[src/hdl/dmht_mod.sv]
// Restoring remainder unit: one dividend bit per cycle.
module dmht_mod #(
   parameter int unsigned DIVW = 11,
   parameter int unsigned NUMW = 32
) (
   input  logic            clock,
   input  logic            reset,
   input  logic            start,
   input  logic [NUMW-1:0] dividend,
   input  logic [DIVW-1:0] divisor,
   output logic            done,
   output logic [DIVW-1:0] rem
);

   localparam int unsigned CW = $clog2(NUMW);

   logic [NUMW-1:0] num_ff;
   logic [DIVW-1:0] div_ff;
   logic [DIVW-1:0] rem_ff;
   logic [CW-1:0]   cnt_ff;
   logic            busy_ff;
   logic            done_ff;
   logic [DIVW:0]   cand;
   logic [DIVW:0]   diff;
   logic [DIVW-1:0] rem_in;

   always_comb begin
      cand = {rem_ff, num_ff[NUMW-1]};
      diff = cand - {1'b0, div_ff};
      rem_in = (cand >= {1'b0, div_ff}) ? diff[DIVW-1:0] : cand[DIVW-1:0];
   end

   always_ff @(posedge clock) begin
      if (reset) begin
         busy_ff <= 1'b0;
         done_ff <= 1'b0;
         cnt_ff  <= '0;
      end else begin
         done_ff <= 1'b0;
         if (start) begin
            busy_ff <= 1'b1;
            cnt_ff  <= '0;
         end else if (busy_ff) begin
            cnt_ff <= cnt_ff + 1'b1;
            if (cnt_ff == CW'(NUMW - 1)) begin
               busy_ff <= 1'b0;
               done_ff <= 1'b1;
            end
         end
      end
   end

   always_ff @(posedge clock) begin
      if (start) begin
         num_ff <= dividend;
         div_ff <= divisor;
         rem_ff <= '0;
      end else if (busy_ff) begin
         num_ff <= num_ff << 1;
         rem_ff <= rem_in;
      end
   end

   assign done = done_ff;
   assign rem  = rem_ff;

endmodule

[config.mk]
export PLATFORM = sky130hd
export DESIGN_NAME = dmht_mod
export DESIGN_NICKNAME = d
export VERILOG_FILES = /design/src/hdl/dmht_mod.sv
export SDC_FILE = /design/constraint.sdc
export NUM_CORES = 1
export LEC_CHECK = 0
export ABC_AREA = 0
export BUFFER_PORTS_ARGS = -buffer_cell sky130_fd_sc_hd__buf_2
export CAP_MARGIN = 10
export CELL_PAD_IN_SITES_DETAIL_PLACEMENT = 0
export CELL_PAD_IN_SITES_GLOBAL_PLACEMENT = 1
export CORE_ASPECT_RATIO = 0.7
export CORE_MARGIN = 1.5
export CORE_UTILIZATION = 30
export CTS_CLUSTER_SIZE = 8
export DETAILED_ROUTE_END_ITERATION = 10
export PLACE_DENSITY = 0.61
export SLEW_MARGIN = 30
export SYNTH_ARGS = -nofsm -noshare
export SYNTH_HDL_FRONTEND = slang
export SYNTH_SLANG_ARGS = --single-unit
[constraint.sdc]
create_clock -name clock -period 2.7 [get_ports clock]
set_input_delay 0.27 -clock clock [delete_from_list [all_inputs] [get_ports clock]]
set_output_delay 0.27 -clock clock [all_outputs]
set_load 0.02 [all_outputs]
# Word level (Yosys, flattened, before mapping)
# Cells that the tools add are included.
dict set report word_totals {
  in_bits 46
  reg_bits 61
  wordCells 21
}
dict set report classes {
  bitwise_logic 1
  order_cmp 1
  reduce_logical 3
  muxes 7
  addsub 2
  eq_ne 1
}
# operator n
set ops {}
lappend ops {{32-bit two-way mux} 2}
lappend ops {{12-bit by 11-bit >= comparator with 1-bit output} 1}
lappend ops {{11-bit two-way mux} 1}
lappend ops {{11-bit subtractor} 1}
lappend ops {{5-bit by 1-bit adder with 5-bit output (second input constant)} 1}
lappend ops {{5-bit equality test (second input constant)} 1}
lappend ops {{1-bit two-way mux} 4}
lappend ops {{3-bit OR reduction} 1}
lappend ops {{2-bit nonzero test} 1}
lappend ops {{2-bit OR reduction} 1}
lappend ops {{1-bit inverter} 1}

# Longest topological paths before layout
dict set report logic_depth {
  word_depth 4
  depth_mapped 10
  ltp_nobuf 9
}

# Worst setup path before layout
# No wires, ideal clock.
dict set report synth_timing {
  path_type {register -> register}
  from {reg rem_ff[0] (netlist: rem[0])}
  to {reg rem_ff[6] (netlist: rem[6])}
  path_slack_ns 0.071
  n_path_buf 1
  setup_ns 0.088
  synth_period_minus_slack_ns 2.629
  stages_incl_launch_ff 10
  t_arrival_ns 2.541
  cell_sequence {dfxtp_1 inv_1 fa_1 nand2b_2 o2bb2ai_2 a211o_1 and2_1 buf_6 or3b_1 a311oi_2}
}
dict set report synth_between {
  elab_chain_len 2
}
# element line
set synth_rtl {}
lappend synth_rtl {{from (decl)} 19} ;# logic [DIVW-1:0] rem_ff;
lappend synth_rtl {{from (signal assigned)} 60} ;# rem_ff <= rem_in;
lappend synth_rtl {{11-bit subtractor or 12-bit by 11-bit >= comparator with 1-bit output (tied branches)} {29, 30}}
lappend synth_rtl {{11-bit two-way mux *} 30} ;# rem_in = (cand >= {1'b0, div_ff}) ? diff[DIVW-1:0] : cand[DIVW-1:0];
# Every way passes the cells marked *; elsewhere a longest branch is shown, timed or not.
# A chain may end at the register's enable or synchronous reset.

# Worst setup path in the final report
dict set report layout_timing {
  from {reg num_ff[31]}
  to {reg rem_ff[6] (netlist: rem[6])}
}
dict set report layout_between {
  elab_chain_len 2
}
# element line
set layout_rtl {}
lappend layout_rtl {{from (decl)} 17} ;# logic [NUMW-1:0] num_ff;
lappend layout_rtl {{from (signal assigned)} 55} ;# num_ff <= dividend;
lappend layout_rtl {{from (signal assigned)} 59} ;# num_ff <= num_ff << 1;
lappend layout_rtl {{11-bit subtractor or 12-bit by 11-bit >= comparator with 1-bit output (tied branches)} {29, 30}}
lappend layout_rtl {{11-bit two-way mux *} 30}
# Marks and branches as above.

==> flow_summary.json <==
{
  "status": "completed",
  "first_global_vias": 1994,
  "grt_pass1_wl_um": 10530,
  "fmax_mhz": 391.1,
  "ff_latch_area_sq_um": 1652,
  "grt.total_usage_pct": 13.26,
  "fin_area_sq_um": 3740,
  "syn_inst": 245,
  "grt_max_degree": 36,
  "grt_overflow": 0,
  "clock_path_buffers": 2,
  "synth_cell_types": 42,
  "synth-main-ff-cell": "edfxtp_1",
  "finalSetupViolCount": 0,
  "nets": 372,
  "power_density_nw_per_um2": 658.1,
  "synthTopCellsByArea": "edfxtp_1 (43%), mux2_2 (12%), dfxtp_1 (12%)",
  "async_flop_share_pct": 0,
  "initial_core_util_pct": 30.93,
  "finalMaxSlewViolations": 0,
  "portBuffers": 57,
  "layout_common_cells": "buf_2 (57), edfxtp_1 (43), mux2_2 (33)",
  "holdPathStages": 1,
  "r2r_slack_ns": 0.14,
  "fin_hold_ws_ns": 0.1198,
  "final_common_cell": "buf_2",
  "coreArea_sq_um": 9684,
  "fillers": 964,
  "reg2reg_depth": 9,
  "diodes": 0,
  "rsz0062_at_grt": "false",
  "hold_class": "in2reg",
  "dp_hpwl_um": 4613,
  "gp_congestion": 0.8248,
  "yosysTopAreaCell": "edfxtp_1",
  "synth_area_sq_um": 2995,
  "finalWirelength_um": 6517,
  "layout_min_cycle_time_ns": 2.557,
  "worst-slew-pin-transition_ns": 0.7498,
  "synth_area_per_cell_sq_um": 12.23,
  "cts_sinks": 61,
  "utilization_pct": 38.62,
  "clk_pin_slew_ns": 0.06,
  "rr_startpoint": "num_ff[31]",
  "layout-drive-gt1-share_pct": 36.91,
  "total_power_mw": 2.461,
  "endpoint_kind": "flop",
  "finalSetupTns_ns": 0,
  "multiInputGateArea_sq_um": 1246,
  "drt-pass1-iter-count": 4,
  "p_leak_nw": 1.550,
  "cts_hold_buf": 0,
  "finClkSkew_ns": 0.004601,
  "root_buffer": "clkbuf_16",
  "r2r-end": "rem[6]",
  "startpoint": "num_ff[31]",
  "vias": 2084,
  "yosysWarningCount": 0,
  "route.detailed.drc": 0,
  "pre_cts_ws_ns": 0.1569,
  "critPathKind": "reg2reg",
  "yosys_register_bits": 61,
  "irDropWorstVdd_uv": 315.8,
  "post-route-period-util_pct": 94.70,
  "antenna_found_initial": 0,
  "synth_fp_nets": 305,
  "fp.dieH_um": 86.60,
  "ys_seq_area_share_pct": 55.14,
  "path_max_fanout": 5,
  "post-cts-setup-buffer-count": 0,
  "drv_cap": 0,
  "insertion_delay_ns": 0.32,
  "h-tree-depth": 3,
  "avgViaCountPerCell": 4.683,
  "cts_tree": "done",
  "drtAntennaViolNets": 0,
  "finalHoldViolCount": 0,
  "fp.dieArea_sq_um": 10600,
  "crit_required_ns": 2.94,
  "slew_headroom_pct": 49.83,
  "hold_path_end": "div_ff[5]",
  "die_x_um": 122.4,
  "min-delay-start": "divisor[5]",
  "cp-start-kind": "flop",
  "drtIter0Drc": 69,
  "postCtsResizedCells": 0,
  "stdcell_count": 445,
  "cp.arrival_ns": 2.80,
  "setup_slack_ns": 0.1431,
  "wl_per_cell_um": 14.64,
  "place_area_sq_um": 3465,
  "synth_edf_count": 43,
  "rows": 30,
  "placedCellCount": 429,
  "synth_top_area_share_pct": 43.11,
  "ios": 58,
  "area_delta_synth_final_pct": 24.85,
  "cts_buffers": 9
}
-- flip-flops by register name, summed over array words and instances (netlist names) --
| signal | count |
|---|---|
| busy_ff | 1 |
| cnt_ff | 5 |
| div_ff | 11 |
| done | 1 |
| num_ff | 32 |
| rem | 11 |
-- cell families (layout without fill, tap and decap cells) --
group | after synthesis | after routing | synth area share [%]
AO/OA/AOI/OAI | 49 | 49 | 11.07
buffers and inverters | 24 | 96 | 3.258
multiplexers | 36 | 36 | 13.41
XOR/XNOR | 7 | 7 | 2.047
flip-flops | 61 | 61 | 55.14
AND/OR/NAND/NOR | 54 | 54 | 8.981
adder cells (fa/ha/maj) | 14 | 14 | 6.099
-- area by class of cell --
cell class	instances	share of cell area [%]
clock buffer	9	6.022
clock inverter	7	1.338
inverter	17	1.706
multi-input combinational	160	33.32
sequential	61	44.16
tap	128	4.282
timing repair buffer	63	9.167
-- critical path: stages (launching register included) --
cell	delay [ns]
edfxtp_1	0.34
inv_1	0.05
ha_1	0.21
fa_1	0.42
nand2b_2	0.21
o2bb2ai_2	0.14
a211o_1	0.33
and2_1	0.17
or3b_1	0.39
a311oi_2	0.23
-- worst max-delay path by stage --
| stage | end | slack, ns | cells after the start |
|---|---|---|---|
| 3_3_place_gp | rem[6] | 0.18 | 9 |
| 3_5_place_dp | rem[6] | 0.16 | 9 |
| 6_report | rem[6] | 0.14 | 9 |
| 4_1_cts | rem[6] | 0.14 | 9 |
| 5_1_grt | rem[6] | 0.02 | 9 |
| 2_1_floorplan | rem[6] | 0.07 | 9 |
-- cells in the mapped netlist (2+ instances only) --
cell	instances
nor2_1	14
inv_1	17
a22o_1	3
o21ai_0	14
nand2b_1	2
nor3_1	9
nor2b_1	2
or3_1	2
edfxtp_1	43
ha_1	13
clkbuf_1	6
mux2_2	33
mux2i_1	3
nand2_1	13
dfxtp_1	18
a21o_1	2
xnor2_1	4
o21a_1	4
nand4_1	3
and3_1	2
and2_1	2
a211oi_1	2
a21oi_1	13
xor2_1	3
-- per-layer routing --
layer  global-route usage (%)  wire length (um)  up-vias
met1                    19.62              3421      989
li1                         -                 -     1049
met5                        0                 0        -
met2                    17.47              2737       42
met3                    5.197               312        4
met4                    4.123                45        0
-- power breakdown --
part / switching, mW / internal, mW / leakage (nW)
combinational: 0.149 / 0.137 / 0.846
sequential: 0.0287 / 1.09 / 0.576
clock: 0.435 / 0.623 / 0.128
Note: power is estimated with default switching activity, not from simulation.
