File: src/hdl/dmht_pkg.sv
// Shared types and constants for the direct-mapped hash table.
package dmht_pkg;

   localparam int unsigned DATA_WIDTH = 32;
   localparam int unsigned CSR_INDEX_WIDTH = 8;
   localparam int unsigned CSR_DATA_WIDTH = 11;
   localparam int unsigned SIZE_REG_WIDTH = 11;
   localparam int unsigned SLOT_OUT_WIDTH = 10;
   localparam int unsigned COUNT_OUT_WIDTH = 11;
   localparam int unsigned HASH_WIDTH = 32;

   localparam logic [SIZE_REG_WIDTH-1:0] TABLE_SIZE_RESET = 11'd1024;

   localparam logic [1:0] OP_PUT    = 2'd0;
   localparam logic [1:0] OP_GET    = 2'd1;
   localparam logic [1:0] OP_DELETE = 2'd2;
   localparam logic [1:0] OP_CLEAR  = 2'd3;

   localparam logic [1:0] ST_OK        = 2'd0;
   localparam logic [1:0] ST_COLLISION = 2'd1;
   localparam logic [1:0] ST_NULL      = 2'd2;

   localparam logic [CSR_INDEX_WIDTH-1:0] CSR_TABLE_SIZE     = 8'd0;
   localparam logic [CSR_INDEX_WIDTH-1:0] CSR_REPLACE_ENABLE = 8'd1;

   typedef struct packed {
      logic [1:0]            operation;
      logic [7:0]            key_byte;
      logic                  key_last;
      logic [DATA_WIDTH-1:0] data_in;
   } req_type;

   typedef struct packed {
      logic [1:0]                 status;
      logic [DATA_WIDTH-1:0]      data_out;
      logic [SLOT_OUT_WIDTH-1:0]  slot_index;
      logic [COUNT_OUT_WIDTH-1:0] occupied_count;
   } rsp_type;

endpackage

File: src/hdl/dmht_hash.sv
// One-at-a-time key hash: per-byte mix register and finishing logic.
module dmht_hash (
   input  logic                               clock,
   input  logic                               reset,
   input  logic                               upd,
   input  logic [7:0]                         key_byte,
   input  logic                               key_last,
   output logic [dmht_pkg::HASH_WIDTH-1:0]    fin_hash
);

   logic [dmht_pkg::HASH_WIDTH-1:0] running_ff;
   logic [dmht_pkg::HASH_WIDTH-1:0] mixed_ff;
   logic [dmht_pkg::HASH_WIDTH-1:0] mixed_in;

   function automatic logic [dmht_pkg::HASH_WIDTH-1:0] mix_byte(
      input logic [dmht_pkg::HASH_WIDTH-1:0] h,
      input logic [7:0]                      b
   );
      logic [dmht_pkg::HASH_WIDTH-1:0] t;
      t = h + {24'd0, b};
      t = t + (t << 10);
      t = t ^ (t >> 6);
      return t;
   endfunction

   function automatic logic [dmht_pkg::HASH_WIDTH-1:0] finish_hash(
      input logic [dmht_pkg::HASH_WIDTH-1:0] h
   );
      logic [dmht_pkg::HASH_WIDTH-1:0] t;
      t = h + (h << 3);
      t = t ^ (t >> 11);
      t = t + (t << 15);
      return t;
   endfunction

   assign mixed_in = mix_byte(running_ff, key_byte);
   assign fin_hash = finish_hash(mixed_ff);

   always_ff @(posedge clock) begin
      if (reset) begin
         running_ff <= '0;
      end else if (upd) begin
         running_ff <= key_last ? '0 : mixed_in;
      end
   end

   always_ff @(posedge clock) begin
      if (upd && key_last) begin
         mixed_ff <= mixed_in;
      end
   end

endmodule

File: config.mk
export PLATFORM = sky130hd
export DESIGN_NAME = dmht_hash
export DESIGN_NICKNAME = d
export VERILOG_FILES = /design/src/hdl/dmht_pkg.sv /design/src/hdl/dmht_hash.sv
export SDC_FILE = /design/constraint.sdc
export NUM_CORES = 1
export LEC_CHECK = 0
export ABC_AREA = 1
export BUFFER_PORTS_ARGS = -buffer_cell sky130_fd_sc_hd__buf_2
export CAP_MARGIN = 20
export CORE_AREA = 2 2 108 110
export DETAILED_ROUTE_END_ITERATION = 8
export DIE_AREA = 0 0 110 112
export PLACE_DENSITY = 0.83
export RECOVER_POWER = 25
export SLEW_MARGIN = 20
export SYNTH_ARGS = -nofsm -noshare
export SYNTH_HDL_FRONTEND = slang
export SYNTH_SLANG_ARGS = --single-unit
File: constraint.sdc
create_clock -name clock -period 14.7 [get_ports clock]
set_clock_uncertainty 0.2 [all_clocks]
set_input_delay 1.47 -clock clock [delete_from_list [all_inputs] [get_ports clock]]
set_output_delay 1.47 -clock clock [all_outputs]
set_load 0.005 [all_outputs]
---- Word level (Yosys, flattened, before mapping) ----
Cells that the tools add are included.
operators by class
  eq/ne operators ......................... 0
  divide/modulo/power cells ............... 0
  bitwise operators ....................... 2
  shift operators ......................... 0
  muxes and demuxes ....................... 1
  reductions and logical operators ........ 1
  $add $sub $neg .......................... 4
  multipliers ............................. 0
  $lt $le $gt $ge ......................... 0
operators by type and width
  cell                 number
  $add A32 B32 Y32     3
  $add A32 B8 Y32      1
  $mux W32             1
  $xor A32 B21 Y32     1
  $xor A32 B26 Y32     1
  $logic_and A1 B1 Y1  1
word-level totals
  memories ................................ 0
  register bits after elaboration ......... 64
  latch bits .............................. 0
  RAM bits ................................ 0
  output and inout port bits .............. 32
  bits of input ports ..................... 12
  memory bits (read-only) ................. 0
  logic and storage cells ................. 10

---- Longest topological paths before layout ----
  depth in word-level cells ............... 4
  mapped depth ............................ 28
  depth with buffers taken out ............ 28

---- Worst setup path before layout ----
No wires, ideal clock.
  path type ............................... reg-to-output
  start point ............................. register mixed_ff[2] (netlist name)
  end point ............................... output port fin_hash[31] (netlist name)
  slack ................................... 8.692 ns
  required time ........................... 13.030 ns
  stages on the path, launching flop included .. 25
  arrival time ............................ 4.338 ns
  buffers on the path ..................... 0
  cell sequence ........................... edfxtp_1 > ha_1 > a21oi_1 > nand2_1 > a21oi_1 > o21ai_1 > a21boi_2 > o21ai_1 > a21boi_1 > o21bai_1 > a21boi_1 > xor3_1 > ha_1 > fa_1 > nand3_1 > nand2_1 > nand2_1 > o211ai_1 > a21boi_0 > o21ai_0 > a21oi_1 > o21ai_0 > a21oi_1 > o21bai_1 > xor2_1
between the ends
  cells in the longest elaborated chain, start to end .. 3
ends and longest elaborated chain
  what                      line             RTL
  start: declaration        dmht_hash.sv:12  logic [dmht_pkg::HASH_WIDTH-1:0] mixed_ff;
  start signal: assignment  dmht_hash.sv:49  mixed_ff <= mixed_in;
  $add A32 B32 Y32          dmht_hash.sv:30  t = h + (h << 3);
  $xor A32 B21 Y32          dmht_hash.sv:31  t = t ^ (t >> 11);
  $add A32 B32 Y32          dmht_hash.sv:32  t = t + (t << 15);
  end: declaration          dmht_hash.sv:8   output logic [dmht_pkg::HASH_WIDTH-1:0] fin_hash
No other way between the ends.

---- Final worst setup path ----
Same ends and word-level chain as after synthesis.

==> flow_summary.yaml <==
route:
  vias: 6539
  ant_nets: 0
  drtPass1Iterations: 5
  drt_iter0_markers: 509
  routedWlPerCell_um: 15.18
  vias_per_cell: 5.637
  drc: 0
  wl_mm: 17.61
logic_synthesis:
  synth_async_sr_flop_share_pct: 0
  synth.most_common_cell: "nand2_1"
  ys_ff_latch: 64
  syn_avg_cell_area_um2: 7.347
  yosys.area.top_type_share_pct: 13.50
  syn-num-nets: 1057
  synth_compound_area_share_pct: 13.46
  ys_dominant_reg_cell: "edfxtp_1"
  synth_xor_xnor_area_share_pct: 15.57
  syn_inst: 969
  synthSimpleGateAreaFrac_pct: 27.61
  synth_area_leader_cell: "edfxtp_1"
  synth_top_family_by_area: "simple AND/OR/NAND/NOR gates"
  ys_top_cells_by_count: "nand2_1 (230), inv_1 (110), a21oi_1 (101)"
  synthAdderAreaFrac_pct: 13.78
  yosysSeqAreaShare_pct: 22.50
  synth_cell_types: 53
  synthMuxAreaShare_pct: 0
  synth_area_leaders: "edfxtp_1 (13%), ha_1 (13%), nand2_1 (12%), xor2_1 (9.5%), dfxtp_1 (9.0%)"
  synth_edf_count: 32
  netlist_area_mm2: 0.007119
  ys_warn_count: 0
layout:
  multi_input_area_mm2: 0.005016
  fin_nets: 1100
  drive_above_1_share_pct: 13.86
  register_area_mm2: 0.001602
  nFillCells: 934
  diodes: 0
  stdcell_area_mm2: 0.007759
  syn_to_final_growth_pct: 8.981
sta:
  hold_viol_final: 0
  slew_headroom_pct: 23.25
  slew_viol_final: 0
  post-route-period-util_pct: 48.41
  finalSetupTns_ns: 0
  rsz0062_at_grt: "false"
  period_needed_ns: 7.116
  fmax_mhz: 140.5
  setup_violations: 0
  worst_pin_slew_ns: 1.150
clock_tree:
  post_cts_buffers: 0
  htree_num_levels: 3
  cts_sinks: 64
  cts-buffers-inserted: 9
  post_cts_resized: 0
  clockRootBuffer: "clkbuf_16"
  clk_pin_slew_ns: 0.06
  cts_tree: "done"
  clockBufferDepth: 2
  clkLatencyLatePin_ns: 0.34
  ctsHoldBuffers: 0
critical_path:
  crit_top_cell: "a21oi_1"
  cp_top_family: "compound AO/OA/AOI/OAI gates"
  start_kind: "flip-flop"
  cp_num_buf_inv: 1
  crit_fanout: 4
  worstPathRequired_ns: 13.03
  critPathKind: "flip-flop to output port"
  cp_slowest_stage_delay_ns: 0.41
  crit_slowest_cell: "edfxtp_1"
  cp.arrival_ns: 5.45
  end_kind: "output port"
placed_design:
  gp_congestion: 0.9393
  placed_cell_area_mm2: 0.007455
  hpwlAfterDp_mm: 14.34
  portBuffers: 43
status:
  status: "completed"
global_routing:
  gr-total-overflow: 0
  grt_max_degree: 34
  antenna_found_initial: 0
  met2_usage_pct: 50.35
  grt_pass1_vias: 6451
  grt_use_met1_pct: 36.99
  grt_first_pass_wirelength_mm: 28.88
  track_usage_pct: 29.87
  top_usage_layer: "met2"
  use_met3_pct: 5.094
worst_hold_path:
  hold_class: "flip-flop to flip-flop"
job:
  max-cap-violations: 0
floorplanning:
  boundaryPins: 44
  start_util_pct: 63.71
  fp-row-count: 39
  dieArea_mm2: 0.01232
  dieWidth_um: 110
  core_mm2: 0.01117
  die_y_um: 112
area by class of cell:
cell class / instances / area share [%]
clock buffer: 9 / 2.903
clock inverter: 7 / 1.032
inverter: 114 / 5.515
multi-input combinational: 778 / 64.65
sequential: 64 / 20.64
tap: 143 / 2.306
timing repair buffer: 45 / 2.951
kinds of logic after synthesis:
kind of cell	Yosys count
xor gates and xnor gates	118
and+or+nand+nor	419
buffers and inverters	127
DFF	64
adders and majority gates	76
AOI/OAI and AO/OA	165
stage by stage:
step	hold slack, ns	util [%]	worst slack (ns)	std cells
finish	0.2751	69.43	7.584	1160
floorplan	0.2418	-	8.692	969
global placement	0.2588	66.71	8.221	1144
CTS	0.2704	69.44	7.642	1160
detailed placement	0.2610	66.71	8.021	1144
global route	0.3109	69.43	7.101	1160
flip-flops by register name (all words and copies together) (netlist names):
register	flops
running_ff	32
mixed_ff	32
layer usage:
metal | up-vias | share of wire, %
met5 | - | 0
met4 | 0 | 3.4
met3 | 42 | 5.5
met2 | 196 | 48
met1 | 2997 | 43
li1 | 3304 | -
worst register-to-register path, stage by stage, from the launching register on:
cell and delay (ns):
dfxtp_1 0.35, ha_1 0.25, fa_1 0.24, nand3_1 0.08, and2_1 0.19, o221ai_2 0.17
nand3_1 0.15, nor2_2 0.18, nand2_1 0.09, nor2_2 0.16, nand2_2 0.12, nor2_1 0.13
xnor2_1 0.14, inv_1 0.10, ha_1 0.22, a21oi_1 0.32, inv_1 0.14, a31oi_1 0.24
o21ai_0 0.11, a21oi_1 0.16, o21ai_2 0.11, xor2_2 0.22, nand2_1 0.09, and2_1 0.16
layout by cell type, fill, tap and decap left out, drive strengths merged, types with 4 or more instances in the layout:
master and instances:
o21ai 31, xor2 82, xnor2 35, a21boi 7
o21bai 6, a31oi 4, nand2 262, and2 8
fa 4, clkbuf 10, inv 116, a21oi 103
ha 72, nor2 50, edfxtp 32, nand4 13
nand3 67, dfxtp 32, or2 4, a21o 6
buf 44, nor3 11
worst paths after layout:
| check | depth (start not counted) | start | slack [ns] | end |
|---|---|---|---|---|
| setup reg to reg | 23 | running_ff[0] | 10.12 | mixed_ff[22] |
| hold reg to reg | 2 | running_ff[3] | 0.28 | running_ff[3] |
| hold / removal | 2 | running_ff[3] | 0.28 | running_ff[3] |
| setup / recovery | 25 | mixed_ff[2] | 7.58 | fin_hash[31] |
Power is left out: the tool's default activity adds up to more than one toggle a clock period on the data nets, which glitch-free logic cannot reach.
